--- config.mk ---
export PLATFORM = sky130hd
export DESIGN_NAME = plti_div
export DESIGN_NICKNAME = d
export VERILOG_FILES = /design/src/hdl/plti_pkg.sv /design/src/hdl/plti_div.sv
export SDC_FILE = /design/constraint.sdc
export NUM_CORES = 1
export LEC_CHECK = 0
export ABC_CLOCK_PERIOD_IN_PS = 2900
export BUFFER_PORTS_ARGS = -buffer_cell sky130_fd_sc_hd__buf_2
export CELL_PAD_IN_SITES_DETAIL_PLACEMENT = 1
export CELL_PAD_IN_SITES_GLOBAL_PLACEMENT = 2
export CORE_UTILIZATION = 33
export CTS_CLUSTER_SIZE = 8
export DETAILED_ROUTE_END_ITERATION = 10
export GPL_TIMING_DRIVEN = 0
export PLACE_DENSITY = 0.81
export SYNTH_ARGS = -nofsm -noshare
export SYNTH_HDL_FRONTEND = slang
export SYNTH_SLANG_ARGS = --single-unit
--- constraint.sdc ---
create_clock -name clk_i -period 2.9 [get_ports clk_i]
set_input_delay 0.29 -clock clk_i [delete_from_list [all_inputs] [get_ports clk_i]]
set_output_delay 0.29 -clock clk_i [all_outputs]
set_load 0.03 [all_outputs]
--- src/hdl/plti_pkg.sv ---
// ----------------------------------------------------------------------------
// Piecewise-linear table interpolation: shared package
// Request kinds, status codes, controller states and word constants.
// ----------------------------------------------------------------------------
package plti_pkg;

  localparam int unsigned WORD_W = 32;
  localparam int unsigned PROD_W = 2 * WORD_W;

  localparam logic signed [WORD_W-1:0] X_MOST_POS = 32'sh7FFF_FFFF;
  localparam logic signed [WORD_W-1:0] X_MOST_NEG = 32'sh8000_0000;

  typedef enum logic [1:0] {
    REQ_CLEAR  = 2'd0,
    REQ_APPEND = 2'd1,
    REQ_QUERYY = 2'd2,
    REQ_QUERYZ = 2'd3
  } req_e;

  typedef enum logic [1:0] {
    ST_OK       = 2'd0,
    ST_FULL     = 2'd1,
    ST_FEW      = 2'd2,
    ST_ZEROWID  = 2'd3
  } status_e;

  typedef enum logic [10:0] {
    S_IDLE = 11'b000_0000_0001,
    S_SCAN = 11'b000_0000_0010,
    S_RDA  = 11'b000_0000_0100,
    S_RDB  = 11'b000_0000_1000,
    S_RDC  = 11'b000_0001_0000,
    S_CALC = 11'b000_0010_0000,
    S_PREP = 11'b000_0100_0000,
    S_MUL  = 11'b000_1000_0000,
    S_DIVS = 11'b001_0000_0000,
    S_DIVW = 11'b010_0000_0000,
    S_DONE = 11'b100_0000_0000
  } state_e;

  // Handshake between the controller and the divider.
  typedef struct packed {
    logic start;
    logic done;
  } div_ctl_t;

endpackage

--- src/hdl/plti_div.sv ---
// ----------------------------------------------------------------------------
// Serial divider
// Restoring unsigned division of 64 by 32 bits, one quotient bit a cycle.
// ----------------------------------------------------------------------------
module plti_div (
  input  logic                        clk_i,
  input  logic                        rst_ni,
  input  plti_pkg::div_ctl_t          ctl_i,
  output plti_pkg::div_ctl_t          ctl_o,
  input  logic [plti_pkg::PROD_W-1:0] dividend_i,
  input  logic [plti_pkg::WORD_W-1:0] divisor_i,
  output logic [plti_pkg::WORD_W-1:0] quot_o
);
  import plti_pkg::*;

  localparam int unsigned CNT_W = $clog2(PROD_W + 1);

  logic              busy_q, busy_d;
  logic              done_q, done_d;
  logic [CNT_W-1:0]  cnt_q, cnt_d;
  logic [WORD_W-1:0] rem_q, rem_d;
  logic [PROD_W-1:0] quo_q, quo_d;
  logic [WORD_W-1:0] dsr_q, dsr_d;
  logic [WORD_W:0]   rem_sh;
  logic [WORD_W:0]   trial;

  // One restoring step per cycle.
  always_comb begin
    rem_sh = {rem_q, quo_q[PROD_W-1]};
    trial  = rem_sh - {1'b0, dsr_q};
    busy_d = busy_q;
    done_d = 1'b0;
    cnt_d  = cnt_q;
    rem_d  = rem_q;
    quo_d  = quo_q;
    dsr_d  = dsr_q;
    if (ctl_i.start) begin
      busy_d = 1'b1;
      cnt_d  = '0;
      rem_d  = '0;
      quo_d  = dividend_i;
      dsr_d  = divisor_i;
    end else if (busy_q) begin
      if (!trial[WORD_W]) begin
        rem_d = trial[WORD_W-1:0];
        quo_d = {quo_q[PROD_W-2:0], 1'b1};
      end else begin
        rem_d = rem_sh[WORD_W-1:0];
        quo_d = {quo_q[PROD_W-2:0], 1'b0};
      end
      cnt_d = cnt_q + 1'b1;
      if (cnt_q == CNT_W'(PROD_W - 1)) begin
        busy_d = 1'b0;
        done_d = 1'b1;
      end
    end
  end

  always_ff @(posedge clk_i or negedge rst_ni) begin
    if (!rst_ni) begin
      busy_q <= 1'b0;
      done_q <= 1'b0;
      cnt_q  <= '0;
    end else begin
      busy_q <= busy_d;
      done_q <= done_d;
      cnt_q  <= cnt_d;
    end
  end

  always_ff @(posedge clk_i) begin
    rem_q <= rem_d;
    quo_q <= quo_d;
    dsr_q <= dsr_d;
  end

  assign ctl_o.start = busy_q;
  assign ctl_o.done  = done_q;
  assign quot_o      = quo_q[WORD_W-1:0];

endmodule

# Word-level counts from Yosys, hierarchy flattened

Index checks and enable logic that the tools add are counted.

Register bits after elaboration: 137
Input port bits: 100
Output and inout port bits: 34
Logic and storage cells: 22

$add $sub $neg: 2
Eq/ne operators: 1
Multiplexer cells: 12
Reduce and logical (&&, ||, !) cells: 1

Operator list:

| kind                  | number |
|---|---|
| $mux W64              | 2 |
| $sub A33 B32 Y33      | 1 |
| $mux W32              | 1 |
| $mux W7               | 2 |
| $add A7 B1 Y7 const B | 1 |
| $eq A7 B6 Y1 const B  | 1 |
| $mux W1               | 7 |
| $reduce_bool A2 Y1    | 1 |

# Longest topological paths before layout

Depth after elaboration: 4
Gate-level depth with buffers: 14
Mapped depth without buffers: 12

# Least setup slack after synthesis

Ideal clock, no wire load.

Path kind: flip-flop to flip-flop
From: reg quo_q[63]
To: reg rem_q[3]
Library setup time: 91 ps
Arrival time: 2897 ps
Required time: 2809 ps
Path slack: -88 ps
Stages on the path, launching flop included: 15
Clock period less this slack: 2988 ps
Path through: edfxtp_1 -> inv_1 -> ha_1 -> fa_1 -> nand2b_1 -> a21oi_1 -> o311a_4 -> a31oi_4 -> o21ai_2 -> o221ai_4 -> xnor2_1 -> buf_2 -> buf_2 -> nand2_1 -> a311oi_1

Longest elaborated chain between the ends: 2

RTL lines:

| item                   | RTL line       | RTL |
|---|---|---|
| from (decl)            | plti_div.sv:22 | `logic [PROD_W-1:0] quo_q, quo_d;` |
| from (signal assigned) | plti_div.sv:73 | `quo_q <= quo_d;` |
| $sub A33 B32 Y33       | plti_div.sv:30 | `trial = rem_sh - {1'b0, dsr_q};` |
| $mux W32               | plti_div.sv:44 | `if (!trial[WORD_W]) begin` |
| to (signal assigned)   | plti_div.sv:72 | `rem_q <= rem_d;` |
| to (decl)              | plti_div.sv:21 | `logic [WORD_W-1:0] rem_q, rem_d;` |

Every way passes these cells.
A chain may end at the register's enable or synchronous reset.

# Final worst setup path

From: reg dsr_q[0]
To: reg rem_q[19]

Longest elaborated chain between the ends: 2

RTL lines:

| item                   | RTL line       | RTL |
|---|---|---|
| from (decl)            | plti_div.sv:23 | `logic [WORD_W-1:0] dsr_q, dsr_d;` |
| from (signal assigned) | plti_div.sv:74 | `dsr_q <= dsr_d;` |
| $sub A33 B32 Y33       | plti_div.sv:30 |  |
| $mux W32               | plti_div.sv:44 |  |

Every way passes these cells.

==> results.json <==
{
  "status": "finished, violations left",
  "violations": "negative setup slack",
  "peakVddDrop_uv": 381.6,
  "worst-setup-path-type": "register to register",
  "clock-root-buffer": "clkbuf_16",
  "synth_top_area_share_pct": 38.33,
  "synth-seq-area-share_pct": 49.84,
  "synth_ff_type": "edfxtp_1",
  "syn_nets": 824,
  "met3_usage_pct": 7.060,
  "cts_tree": "yes",
  "first_iter_violations": 182,
  "clock_skew_ps": 9.656,
  "drtAntennaViolNets": 0,
  "whs_ps": 31.61,
  "r2r_slack_ps": -160,
  "syn-cell-area_mm2": 0.007521,
  "num_rows": 54,
  "gp_congestion": 0.8038,
  "ys_async_sr_fraction_pct": 6.569,
  "end_kind": "register",
  "drive_above_1_share_pct": 39.27,
  "p_leak_nw": 4.080,
  "reg2reg_depth": 14,
  "synth_top_area_cell": "edfxtp_1",
  "grt_usage_pct": 17.82,
  "synth_edf_count": 96,
  "cts-htree-levels": 4,
  "fp.dieW_um": 153.0,
  "drv_cap": 0,
  "worstMarginPinSlew_ps": 891.9,
  "grt_pass1_vias": 6351,
  "start_util_pct": 34.04,
  "synthCells": 690,
  "fin_util_pct": 43.88,
  "setup_viol": 32,
  "min_period_ps": 3062,
  "io_buffers": 132,
  "grt_pass1_wl_mm": 32.66,
  "die_h_um": 153.0,
  "clk_latency_ps": 430,
  "hold_class": "primary input to register",
  "yosys-top-cells-area": "edfxtp_1, mux2_2, dfxtp_1, ha_1, nand2_1",
  "fin_tns_setup_ps": -3907,
  "viasPerCell": 5.087,
  "relSlewSlack_pct": 40.54,
  "hold_depth": 1,
  "fmax_mhz": 326.6,
  "top_usage_layer": "met2",
  "dp.final_hpwl_mm": 14.21,
  "setup_ws_ps": -162.0,
  "vias": 5865,
  "antenna_found_initial": 5,
  "core_mm2": 0.02209,
  "ios": 134,
  "grt_max_degree": 65,
  "final_nets": 992,
  "drc": 0,
  "yosys_warnings": 0,
  "design.die.area_mm2": 0.02340,
  "clock_path_buffers": 2,
  "crit_fanout": 7,
  "use_met1_pct": 21.07,
  "avgSynthCellArea_um2": 10.90,
  "p_total_mw": 5.241,
  "crit_path_start_kind": "register",
  "pre_cts_slack_ps": -520.0,
  "period_share_pct": 105.6,
  "first_pass_iters": 4,
  "pwr_density_cell_mw_per_mm2": 540.5,
  "cp_data_arrival_time_ps": 3400,
  "crit_required_ps": 3230,
  "wire_per_inst_um": 17.81,
  "gr-total-overflow": 0,
  "clk_pin_slew_ps": 70,
  "rsz0062_at_grt": "yes",
  "synth_cell_types": 59,
  "numCtsBuffers": 17,
  "globalRouteMet2Util_pct": 29.97,
  "synth-seq-cells": 137,
  "drv_slew": 0,
  "cts.sinks": 137,
  "drt_wl_total_mm": 20.53,
  "area_growth_pct": 28.91,
  "hold_viol": 0
}
==> registers in the layout, indices dropped and copies added, names as in the netlist <==
register and count:
rem_q 32, busy_q 1, quo_q 64, dsr_q 32
done_q 1, cnt_q 7
==> placed cells by master, fill, tap and decap left out, types with 7 or more instances in the layout <==
cell,instances
a31oi_1,7
mux2_2,63
buf_2,132
ha_1,32
o21ai_0,22
buf_4,45
nand3_1,8
nand2_1,63
a21oi_1,27
o21a_1,8
xor2_1,11
xnor2_1,20
clkbuf_16,19
edfxtp_1,96
nand2_2,14
dfrtp_1,9
inv_1,38
dfxtp_1,31
a311oi_1,13
a21o_1,9
clkbuf_1,19
a311oi_2,17
nor2_1,52
==> per-layer routing <==
metal / vias to the layer above / routed length, µm
met3: 24 / 1528
met1: 2851 / 8983
li1: 2830 / -
met5: - / 43
met2: 154 / 9745
met4: 6 / 230
==> per-stage QoR <==
step,instance area (µm²),instances
after floorplan,7535,690
after global placement,8546,1102
after detailed placement,8548,1102
after CTS,9460,1147
after global routing,9691,1151
final,9696,1153
==> cell families after synthesis <==
family                     share of synthesized area [%]
AOI/OAI and AO/OA                                  12.93
xor gates and xnor gates                           3.943
adders and majority gates                          5.756
buffers and inverters                              6.887
DFF                                                49.84
muxes                                              9.566
and+or+nand+nor                                    11.08
==> area by class of cell <==
| type | count | area (µm²) |
|---|---|---|
| Multi-Input combinational cell | 453 | 3555 |
| Fill cell | 2406 | 12400 |
| Buffer | 61 | 424.2 |
| Antenna cell | 2 | 5.005 |
| Inverter | 38 | 142.6 |
| Tap cell | 280 | 350.3 |
| Timing Repair Buffer | 150 | 865.8 |
| Clock inverter | 15 | 177.7 |
| Clock buffer | 17 | 425.4 |
| Sequential cell | 137 | 3750 |
==> path summary, 6_finish.rpt <==
path,startpoint,to
min in group asynchronous,rst_ni,cnt_q[4]
min reg2reg,rem_q[14],rem_q[15]
max reg2reg,dsr_q[0],rem_q[19]
max,dsr_q[0],rem_q[19]
max in group asynchronous,rst_ni,cnt_q[0]
min,divisor_i[27],dsr_q[27]
==> critical path, stage by stage, from the launching register on <==
cell,delay [ps]
edfxtp_1,390
ha_2,200
fa_2,340
nand2b_4,170
a21oi_4,160
o311a_4,250
a31oi_4,130
o21ai_4,230
o221ai_4,130
buf_12,160
xnor2_4,160
buf_8,180
buf_8,140
nand2_1,60
a311oi_1,260
==> cells in the mapped netlist, drive strengths merged, types with 3 or more instances <==
cell,count
clkbuf,22
nor2b,3
o21a,8
and3,7
xnor2,22
a31oi,9
nand3,8
a21o,9
xor2,11
o21bai,3
nor3b,3
a311oi,30
nor2,52
o21ai,25
or3,5
dfxtp,32
ha,33
nand2b,6
a211oi,3
and2,4
a21oi,29
mux2,63
inv,38
nand2,82
nand4,4
nor3,5
edfxtp,96
buf,42
dfrtp,9
o221ai,3
==> power breakdown <==
group          total (mW)  leakage [nW]  switching [mW]  internal [mW]
clock network        2.25         0.296            1.02           1.24
registers            2.31          1.37          0.0597           2.25
logic               0.675          2.41           0.362          0.312
==> repair_timing <==
item                                    4_1_cts  5_1_grt
gates cloned                                  4        3
buffers inserted                             11        1
endpoints found under the hold margin         9        0
endpoints found under the setup margin       32       97
pin swaps                                    18       27
hold buffers                                  1        0
gates resized for setup                      42       40
(Power assumes the default switching activity.)
